`config.mk`:
```
export PLATFORM = sky130hd
export DESIGN_NAME = sorted_array_priority_queue_unit
export DESIGN_NICKNAME = d
export VERILOG_FILES = /design/src/rtl/sapq_pkg.sv /design/src/rtl/sapq_cell.sv /design/src/rtl/sorted_array_priority_queue_unit.sv
export SDC_FILE = /design/constraint.sdc
export NUM_CORES = 2
export LEC_CHECK = 0
export BUFFER_PORTS_ARGS = -buffer_cell sky130_fd_sc_hd__buf_2
export CORE_UTILIZATION = 60
export DETAILED_ROUTE_END_ITERATION = 10
export HOLD_SLACK_MARGIN = 0.05
export PLACE_DENSITY = 0.83
export SETUP_SLACK_MARGIN = 0.05
export SLEW_MARGIN = 5
export SYNTH_ARGS = -nofsm -noshare
export SYNTH_HDL_FRONTEND = slang
export SYNTH_SLANG_ARGS = --single-unit
```
`constraint.sdc`:
```
create_clock -name clk -period 6.46 [get_ports clk]
set_clock_uncertainty 0.1 [all_clocks]
set_input_delay 0 -clock clk [delete_from_list [all_inputs] [get_ports clk]]
set_output_delay 0 -clock clk [all_outputs]
set_load 0.02 [all_outputs]
```
`src/rtl/sapq_pkg.sv`:
```
package sapq_pkg;

    // default number of entries
    localparam int DEPTH_DEF = 16;

    // action codes
    localparam logic ACT_INSERT = 1'b0;
    localparam logic ACT_REMOVE = 1'b1;

    // status codes
    localparam logic [1:0] ST_OK    = 2'd0;
    localparam logic [1:0] ST_FULL  = 2'd1;
    localparam logic [1:0] ST_EMPTY = 2'd2;

    // value returned by a remove on an empty queue
    localparam logic signed [31:0] EMPTY_VALUE = -32'sd999;

    // one input item
    typedef struct packed {
        logic               action;
        logic signed [31:0] item_value;
        logic        [7:0]  item_priority;
    } cmd_t;

    // one result item
    typedef struct packed {
        logic signed [31:0] head_value;
        logic        [1:0]  status;
        logic               now_empty;
        logic               now_full;
    } result_t;

    // one stored entry
    typedef struct packed {
        logic signed [31:0] value;
        logic        [7:0]  prio;
    } entry_t;

    // control broadcast to every cell
    typedef struct packed {
        logic       insert;
        logic       remove;
        logic       front;
        logic [7:0] new_priority;
    } cell_ctrl_t;

endpackage

```
`src/rtl/sapq_cell.sv`:
```
module sapq_cell
    import sapq_pkg::*;
(
    input  logic       clk,
    input  cell_ctrl_t ctrl,
    input  logic       valid,
    input  entry_t     new_entry,
    input  entry_t     left_entry,
    input  entry_t     right_entry,
    input  logic       left_ahead,
    output logic       ahead,
    output entry_t     entry
);

    entry_t entry_reg;
    entry_t entry_next;

    // new item belongs at or ahead of this slot
    assign ahead = !valid || ctrl.front || (entry_reg.prio > ctrl.new_priority);

    // pick next contents: hold, take new, shift back or shift forward
    always_comb
    begin
        entry_next = entry_reg;
        if (ctrl.insert && ahead)
        begin
            entry_next = left_ahead ? left_entry : new_entry;
        end
        else if (ctrl.remove)
        begin
            entry_next = right_entry;
        end
    end

    always_ff @(posedge clk)
    begin
        entry_reg <= entry_next;
    end

    assign entry = entry_reg;

endmodule

```
`src/rtl/sorted_array_priority_queue_unit.sv`:
```
// Sorted minimum-priority queue built as a row of DEPTH cells, each holding one
// value and priority pair; the head sits in cell 0. Every cell compares the new
// priority in parallel and shifts toward its neighbor, so one item is taken in
// every clock cycle and busy stays low. The result of each item appears on
// result, marked by done, in the cycle after start; it must be captured in
// that cycle since the block cannot hold it.
module sorted_array_priority_queue_unit
    import sapq_pkg::*;
#(
    parameter int DEPTH = DEPTH_DEF
)
(
    input  logic    clk,
    input  logic    rst_n,
    input  logic    start,
    output logic    busy,
    input  cmd_t    cmd,
    output logic    done,
    output result_t result
);

    localparam int CW = $clog2(DEPTH + 1);
    localparam logic [CW-1:0] FULL_COUNT = CW'(DEPTH);

    logic [CW-1:0] count_reg;
    logic [CW-1:0] count_next;
    logic          done_reg;
    result_t       result_reg;
    result_t       result_next;

    entry_t     entries [DEPTH];
    logic       aheads  [DEPTH];
    cell_ctrl_t ctrl;
    entry_t     new_entry;
    logic       is_full;
    logic       is_empty;
    logic       do_ins;
    logic       do_rem;

    assign busy     = 1'b0;
    assign is_full  = (count_reg == FULL_COUNT);
    assign is_empty = (count_reg == '0);
    assign do_ins   = start && (cmd.action == ACT_INSERT) && !is_full;
    assign do_rem   = start && (cmd.action == ACT_REMOVE) && !is_empty;

    assign new_entry.value = cmd.item_value;
    assign new_entry.prio  = cmd.item_priority;

    // broadcast control; a tie with the head goes in front
    assign ctrl.insert       = do_ins;
    assign ctrl.remove       = do_rem;
    assign ctrl.front        = is_empty || (cmd.item_priority <= entries[0].prio);
    assign ctrl.new_priority = cmd.item_priority;

    // row of cells
    for (genvar i = 0; i < DEPTH; i++)
    begin : g_cell
        localparam logic [CW-1:0] IDX = CW'(i);
        entry_t left_e;
        entry_t right_e;
        logic   left_b;

        if (i == 0)
        begin : g_first
            assign left_e = new_entry;
            assign left_b = 1'b0;
        end
        else
        begin : g_mid
            assign left_e = entries[i-1];
            assign left_b = aheads[i-1];
        end

        if (i == DEPTH - 1)
        begin : g_last
            assign right_e = entries[i];
        end
        else
        begin : g_inner
            assign right_e = entries[i+1];
        end

        sapq_cell u_cell (
            .clk         (clk),
            .ctrl        (ctrl),
            .valid       (IDX < count_reg),
            .new_entry   (new_entry),
            .left_entry  (left_e),
            .right_entry (right_e),
            .left_ahead  (left_b),
            .ahead       (aheads[i]),
            .entry       (entries[i])
        );
    end

    // occupancy and result formation
    always_comb
    begin
        count_next = count_reg;
        if (do_ins)
        begin
            count_next = count_reg + 1'b1;
        end
        else if (do_rem)
        begin
            count_next = count_reg - 1'b1;
        end

        result_next.head_value = '0;
        result_next.status     = ST_OK;
        if (cmd.action == ACT_INSERT)
        begin
            if (is_full)
            begin
                result_next.status = ST_FULL;
            end
        end
        else if (is_empty)
        begin
            result_next.head_value = EMPTY_VALUE;
            result_next.status     = ST_EMPTY;
        end
        else
        begin
            result_next.head_value = entries[0].value;
        end
        result_next.now_empty = (count_next == '0);
        result_next.now_full  = (count_next == FULL_COUNT);
    end

    // control registers
    always_ff @(posedge clk or negedge rst_n)
    begin
        if (!rst_n)
        begin
            count_reg <= '0;
            done_reg  <= 1'b0;
        end
        else
        begin
            count_reg <= count_next;
            done_reg  <= start;
        end
    end

    // result payload
    always_ff @(posedge clk)
    begin
        if (start)
        begin
            result_reg <= result_next;
        end
    end

    assign done   = done_reg;
    assign result = result_reg;

endmodule
```
[Word level (Yosys, flattened, before mapping)]
Index checks and enable logic that the tools add are counted.
Cells by class
  order comparisons: 33
  multiplexer cells: 51
  reduce and logical (&&, ||, !) cells: 89
  bitwise gates (word level): 1
  equal/unequal tests: 2
  $add $sub $neg: 2
Operator list (number)
  40-bit 2-to-1 mux: 45
  8-bit greater-than comparator: 16
  4-bit by 5-bit less-than comparator with 1-bit output, first input constant: 8
  1-bit logical OR: 33
  32-bit 2-to-1 mux: 1
  2-bit nonzero test: 15
  1-bit logical AND: 20
  3-bit by 5-bit less-than comparator with 1-bit output, first input constant: 4
  1-bit logical NOT: 18
  5-bit equality test, second input constant: 2
  5-bit logical NOT: 2
  1-bit by 5-bit less-than comparator with 1-bit output, first input constant: 2
  2-bit by 5-bit less-than comparator with 1-bit output, first input constant: 2
  5-bit 2-to-1 mux: 2
  8-bit <= comparator: 1
  5-bit by 1-bit adder with 5-bit output, second input constant: 1
  5-bit by 1-bit subtractor with 5-bit output, second input constant: 1
  2-bit 2-to-1 mux: 2
  2-bit OR reduction: 1
  1-bit 2-to-1 mux: 1
  1-bit inverter: 1
Word-level totals
  output and inout port bits: 38
  bits of input ports: 44
  logic and storage cells: 217
  register bits after elaboration: 682

[Depth between registers and ports, before layout]
  depth after elaboration: 6
  gate-level depth with buffers: 13
  gate-level depth less buffers: 8

[Cells and area by module]
A second synthesis with hierarchy kept.
Second synthesis, totals
  cell total of the unflattened synthesis: 3589
  area, all modules: 41599.9 um^2
By module, submodules not included
  sapq_cell at g_cell[0].u_cell ...: seq. area each 1201.2 um^2, cells an instance 213, area each 2556.2 um^2, instances 9
  sapq_cell at g_cell[3].u_cell ...: seq. area each 1201.2 um^2, cells an instance 213, area each 2349.8 um^2, instances 7
  sorted_array_priority_queue_unit: seq. area each 1231.2 um^2, cells an instance 181, area each 2145.8 um^2, instances 1

[Worst setup path before layout]
Ideal clock, no wire load.
  kind: register to register
  start: register count_reg[1]
  end: register g_cell[13].u_cell.entry_reg (netlist bit g_cell[13].u_cell.entry[0]), enable pin
  stages on the path, launching flop included: 12
  period minus slack after synthesis: 5.650 ns
  path buffers: 4
  path slack: 0.810 ns
  arrival: 5.057 ns
  library setup time: 0.493 ns
  required time: 5.867 ns
  cells stage by stage: dfrtp_1 clkbuf_1 inv_1 ha_1 or4b_4 o211a_2 o31a_1 buf_6 and3_1 clkbuf_1 buf_2 o21ai_0
On the way
  word-level cells in the longest chain between the ends: 6
  elaborated cells on any way between the ends: 13
  those cells by class: order compare: 1; eq/ne: 1; reduce/logical: 11
RTL lines
  from (decl): line sorted_array_priority_queue_unit.sv:25  | logic [CW-1:0] count_reg;
  from (signal assigned): line sorted_array_priority_queue_unit.sv:141  | count_reg <= count_next;
  4-bit by 5-bit less-than comparator with 1-bit output or 5-bit logical NOT (tied branches): line sorted_array_priority_queue_unit.sv:86, sorted_array_priority_queue_unit.sv:42
  1-bit logical NOT or 1-bit logical OR (tied branches): line sapq_cell.sv:19, sorted_array_priority_queue_unit.sv:52
  1-bit logical OR (2 in a row): line sapq_cell.sv:19  | assign ahead = !valid || ctrl.front || (entry_reg.prio > ctrl.new_priority);
  1-bit logical AND: line sapq_cell.sv:25  | if (ctrl.insert && ahead)
  2-bit nonzero test (no source line) *
  to (signal assigned): line sapq_cell.sv:37  | entry_reg <= entry_next;
  to (decl): line sapq_cell.sv:15  | entry_t entry_reg;
Every way passes the cells marked *; elsewhere a longest branch is shown, timed or not.
A chain may end at the register's enable or synchronous reset.

[Worst setup path in the final report]
  start: register count_reg[1]
  end: register g_cell[7].u_cell.entry_reg (netlist bit g_cell[7].u_cell.entry[7]), enable pin
On the way
  word-level cells in the longest chain between the ends: 6
  elaborated cells on any way between the ends: 13
  those cells by class: order compare: 1; eq/ne: 1; reduce/logical: 11
RTL lines (line)
  3-bit by 5-bit less-than comparator with 1-bit output or 5-bit logical NOT (tied branches): sorted_array_priority_queue_unit.sv:86, sorted_array_priority_queue_unit.sv:42
  1-bit logical NOT or 1-bit logical OR (tied branches): sapq_cell.sv:19, sorted_array_priority_queue_unit.sv:52
  1-bit logical OR (2 in a row): sapq_cell.sv:19
  1-bit logical AND: sapq_cell.sv:25
  2-bit nonzero test (no source line) *
  to (signal assigned): sapq_cell.sv:37
  to (decl): sapq_cell.sv:15
Marked as above.

==> impl_metrics.tcl <==
set metrics [dict create \
    clock_sinks 682 \
    p_seq_frac 0.397 \
    reg2reg_to "g_cell[7].u_cell.entry[7]$_DFFE_PP_" \
    postSynth.asyncResetShare 0.008798 \
    dieArea_mm2 0.06482 \
    ys_top_cells_by_count "676 x edfxtp_1, 417 x mux2_2, 301 x o21ai_0" \
    start_util 0.6069 \
    syn_area_per_cell_um2 12.00 \
    yosysMostFrequentCell "edfxtp_1" \
    vias_per_cell 6.843 \
    switching_share 0.3652 \
    first_pass_iters 6 \
    grt_pass1_vias 26856 \
    synth_top_area_share 0.5302 \
    grt-ovfl-total 0 \
    clock_path_buffers 3 \
    cts_tree "built" \
    nFillCells 4543 \
    syn_area_mm2 0.03828 \
    maxCapViolCount 0 \
    grt_max_degree 82 \
    finalWirelength_mm 103.1 \
    ys_types 66 \
    die_h_um 254.6 \
    fp-row-count 92 \
    vdd_ir_drop_max_mv 0.2386 \
    ant_nets 0 \
    synth_top_area_cell "edfxtp_1" \
    power_leakage_nw 15.08 \
    power.density_mw_per_mm2 455.3 \
    drc 0 \
    worstHoldPathType "primary input to flip-flop" \
    stdcell_count 4058 \
    finalHoldViolCount 0 \
    clkLatencyLatePin_ps 620 \
    vias 27767 \
    fmax_mhz 223.8 \
    utilization 0.6659 \
    post_cts_buffers 0 \
    synth_nets 3366 \
    pre_cts_ws_ps 1999 \
    io_pins 82 \
    rrSetupSlack_ps 1990 \
    p_clk_frac 0.219 \
    layout-drive-gt1-share 0.2376 \
    rsz0062_at_grt "no" \
    clkSlewWorstSetupHoldPaths_ps 50 \
    gp_congestion 0.8916 \
    cts.htree.levels 3 \
    slew_violations 0 \
    antenna_found_initial 0 \
    synth_cells 3190 \
    critPathKind "flip-flop to flip-flop" \
    fin_tns_setup_ps 0 \
    ys_top_cells_by_area "edfxtp_1 53%, mux2_2 12%, mux2i_1 4.4%" \
    ctsRootBufferMaster "clkbuf_16" \
    die_w_um 254.6 \
    max_slew_margin 0.2066 \
    grt_pass1_wl_mm 158.3 \
    intPower_mw 12.14 \
    finalSetupViolations 0 \
    core_area_mm2 0.06308 \
    regToRegStartpoint "count_reg[1]$_DFF_PN0_" \
    cp_max_fo 41 \
    max_slew.worst_pin.slew_ps 1190 \
    fin_area_mm2 0.04201 \
    nets 3333 \
    worst_setup_path_end_kind "flip-flop" \
    cp-start-kind "flip-flop" \
    final.period_utilization 0.6916 \
    drt_first_iter_violations 3122 \
    crit_path_end "g_cell[7].u_cell.entry[7]$_DFFE_PP_" \
    synth-seq-area-share 0.5342 \
    area_delta_synth_final_pct 9.730 \
    status "completed" \
    worst_ep_required_time_ps 6580 \
    power_switching_mw 6.985 \
    grt.total_usage 0.3164 \
    cts_made_buffers 72 \
    dp_hpwl_mm 67.29 \
    yosysWarnings 0 \
    ys.flop_type "edfxtp_1" \
    combinationalPowerShare 0.384 \
    r2r_cells 10 \
    wl_per_cell_um 25.42 \
    synth_edf_count 676 \
    period_minus_slack_ps 4468 \
    place_inst 3886 \
    fin_ws_ps 1992 \
    cp.arrival_ps 4590 \
    largest_reg_flops 640 \
    port_buffers 80 \
    startpoint "count_reg[1]$_DFF_PN0_" \
    placed_cell_area_mm2 0.03923 \
    synth-seq-cells 682 \
]
-- worst max-delay path, cell delays in order (launching register included) --
cell      delay [ps]
dfrtp_1          500
inv_1            180
ha_1             230
or4b_4           600
o211a_2          190
o31a_2           300
and2_1           230
buf_4            250
a21oi_4          160
buf_4            440
nand2b_2         860
-- cell usage in the layout, fill, tap and decap left out, types with 64 or more instances in the layout --
cell type,instances
mux2_2,417
edfxtp_1,676
nand3_1,166
mux2i_1,170
nor2_1,171
nand2_1,101
a31oi_1,203
a21oi_1,207
clkbuf_16,75
buf_4,64
o21ai_0,299
ha_1,132
buf_2,80
-- kinds of logic (layout without fill, tap and decap cells) --
kind of cell | after synthesis | in the layout | synth area share
and+or+nand+nor | 555 | 555 | 0.06811
xor gates and xnor gates | 4 | 4 | 0.0009153
other | 1 | 2 | 0.00009795
muxes | 638 | 638 | 0.1858
adders and majority gates | 132 | 132 | 0.04314
DFF | 682 | 682 | 0.5342
buffers and inverters | 328 | 349 | 0.03778
AOI/OAI and AO/OA | 850 | 850 | 0.1299
-- power groups by stage --
stage | Clock [mW] | Sequential [mW] | Combinational, mW
floorplan | 0 | 7.22 | 5.53
global placement | 0 | 7.57 | 6.85
detailed placement | 0 | 7.63 | 7.15
CTS | 4.23 | 7.55 | 7.22
global route | 4.38 | 7.69 | 7.88
finish | 4.19 | 7.59 | 7.35
-- through the flow --
step / hold slack, ps / power, mW
6_report: 154.5 / 19.13
5_1_grt: 166.5 / 19.94
4_1_cts: 109.0 / 19.00
3_5_place_dp: -263.5 / 14.77
3_3_place_gp: -275.5 / 14.41
2_1_floorplan: -395.6 / 12.75
-- per-layer routing --
| layer | vias up | global-route usage | part of all wire |
|---|---|---|---|
| met1 | 13595 | 0.4640 | 0.41 |
| met4 | 0 | 0.09564 | 0.022 |
| met2 | 1766 | 0.4822 | 0.45 |
| met5 | - | 0 | 0 |
| li1 | 12210 | - | - |
| met3 | 196 | 0.05481 | 0.11 |
-- worst min path at each step --
| stage | depth (start not counted) | from | slack (ps) | end |
|---|---|---|---|---|
| 6_report | 4 | cmd[0] | 150 | g_cell[0].u_cell.entry[0]$_DFFE_PP_ |
| 5_1_grt | 4 | cmd[0] | 170 | g_cell[8].u_cell.entry[0]$_DFFE_PP_ |
| 4_1_cts | 4 | cmd[0] | 110 | g_cell[0].u_cell.entry[0]$_DFFE_PP_ |
| 3_5_place_dp | 1 | rst_n | -260 | done$_DFF_PN0_ |
| 3_3_place_gp | 1 | rst_n | -280 | done$_DFF_PN0_ |
| 2_1_floorplan | 0 | rst_n | -400 | count_reg[0]$_DFF_PN0_ |
-- what timing repair did --
action                    4_1_cts  5_1_grt
resized for setup               0        0
hold endpoints to repair      527        0
hold buffers                   43        0
-- area by class of cell --
cell class                 instances  area [um^2]  share of cell area
sequential                       682        20450              0.4868
multi-input combinational       2180        16690              0.3972
clock buffer                      94         1958             0.04661
timing repair buffer             189         1351             0.03217
tap                              846         1059             0.02520
clock inverter                    34        381.6            0.009084
inverter                          32        120.1            0.002859
antenna                            1        2.502          0.00005957
(Power assumes the default switching activity.)
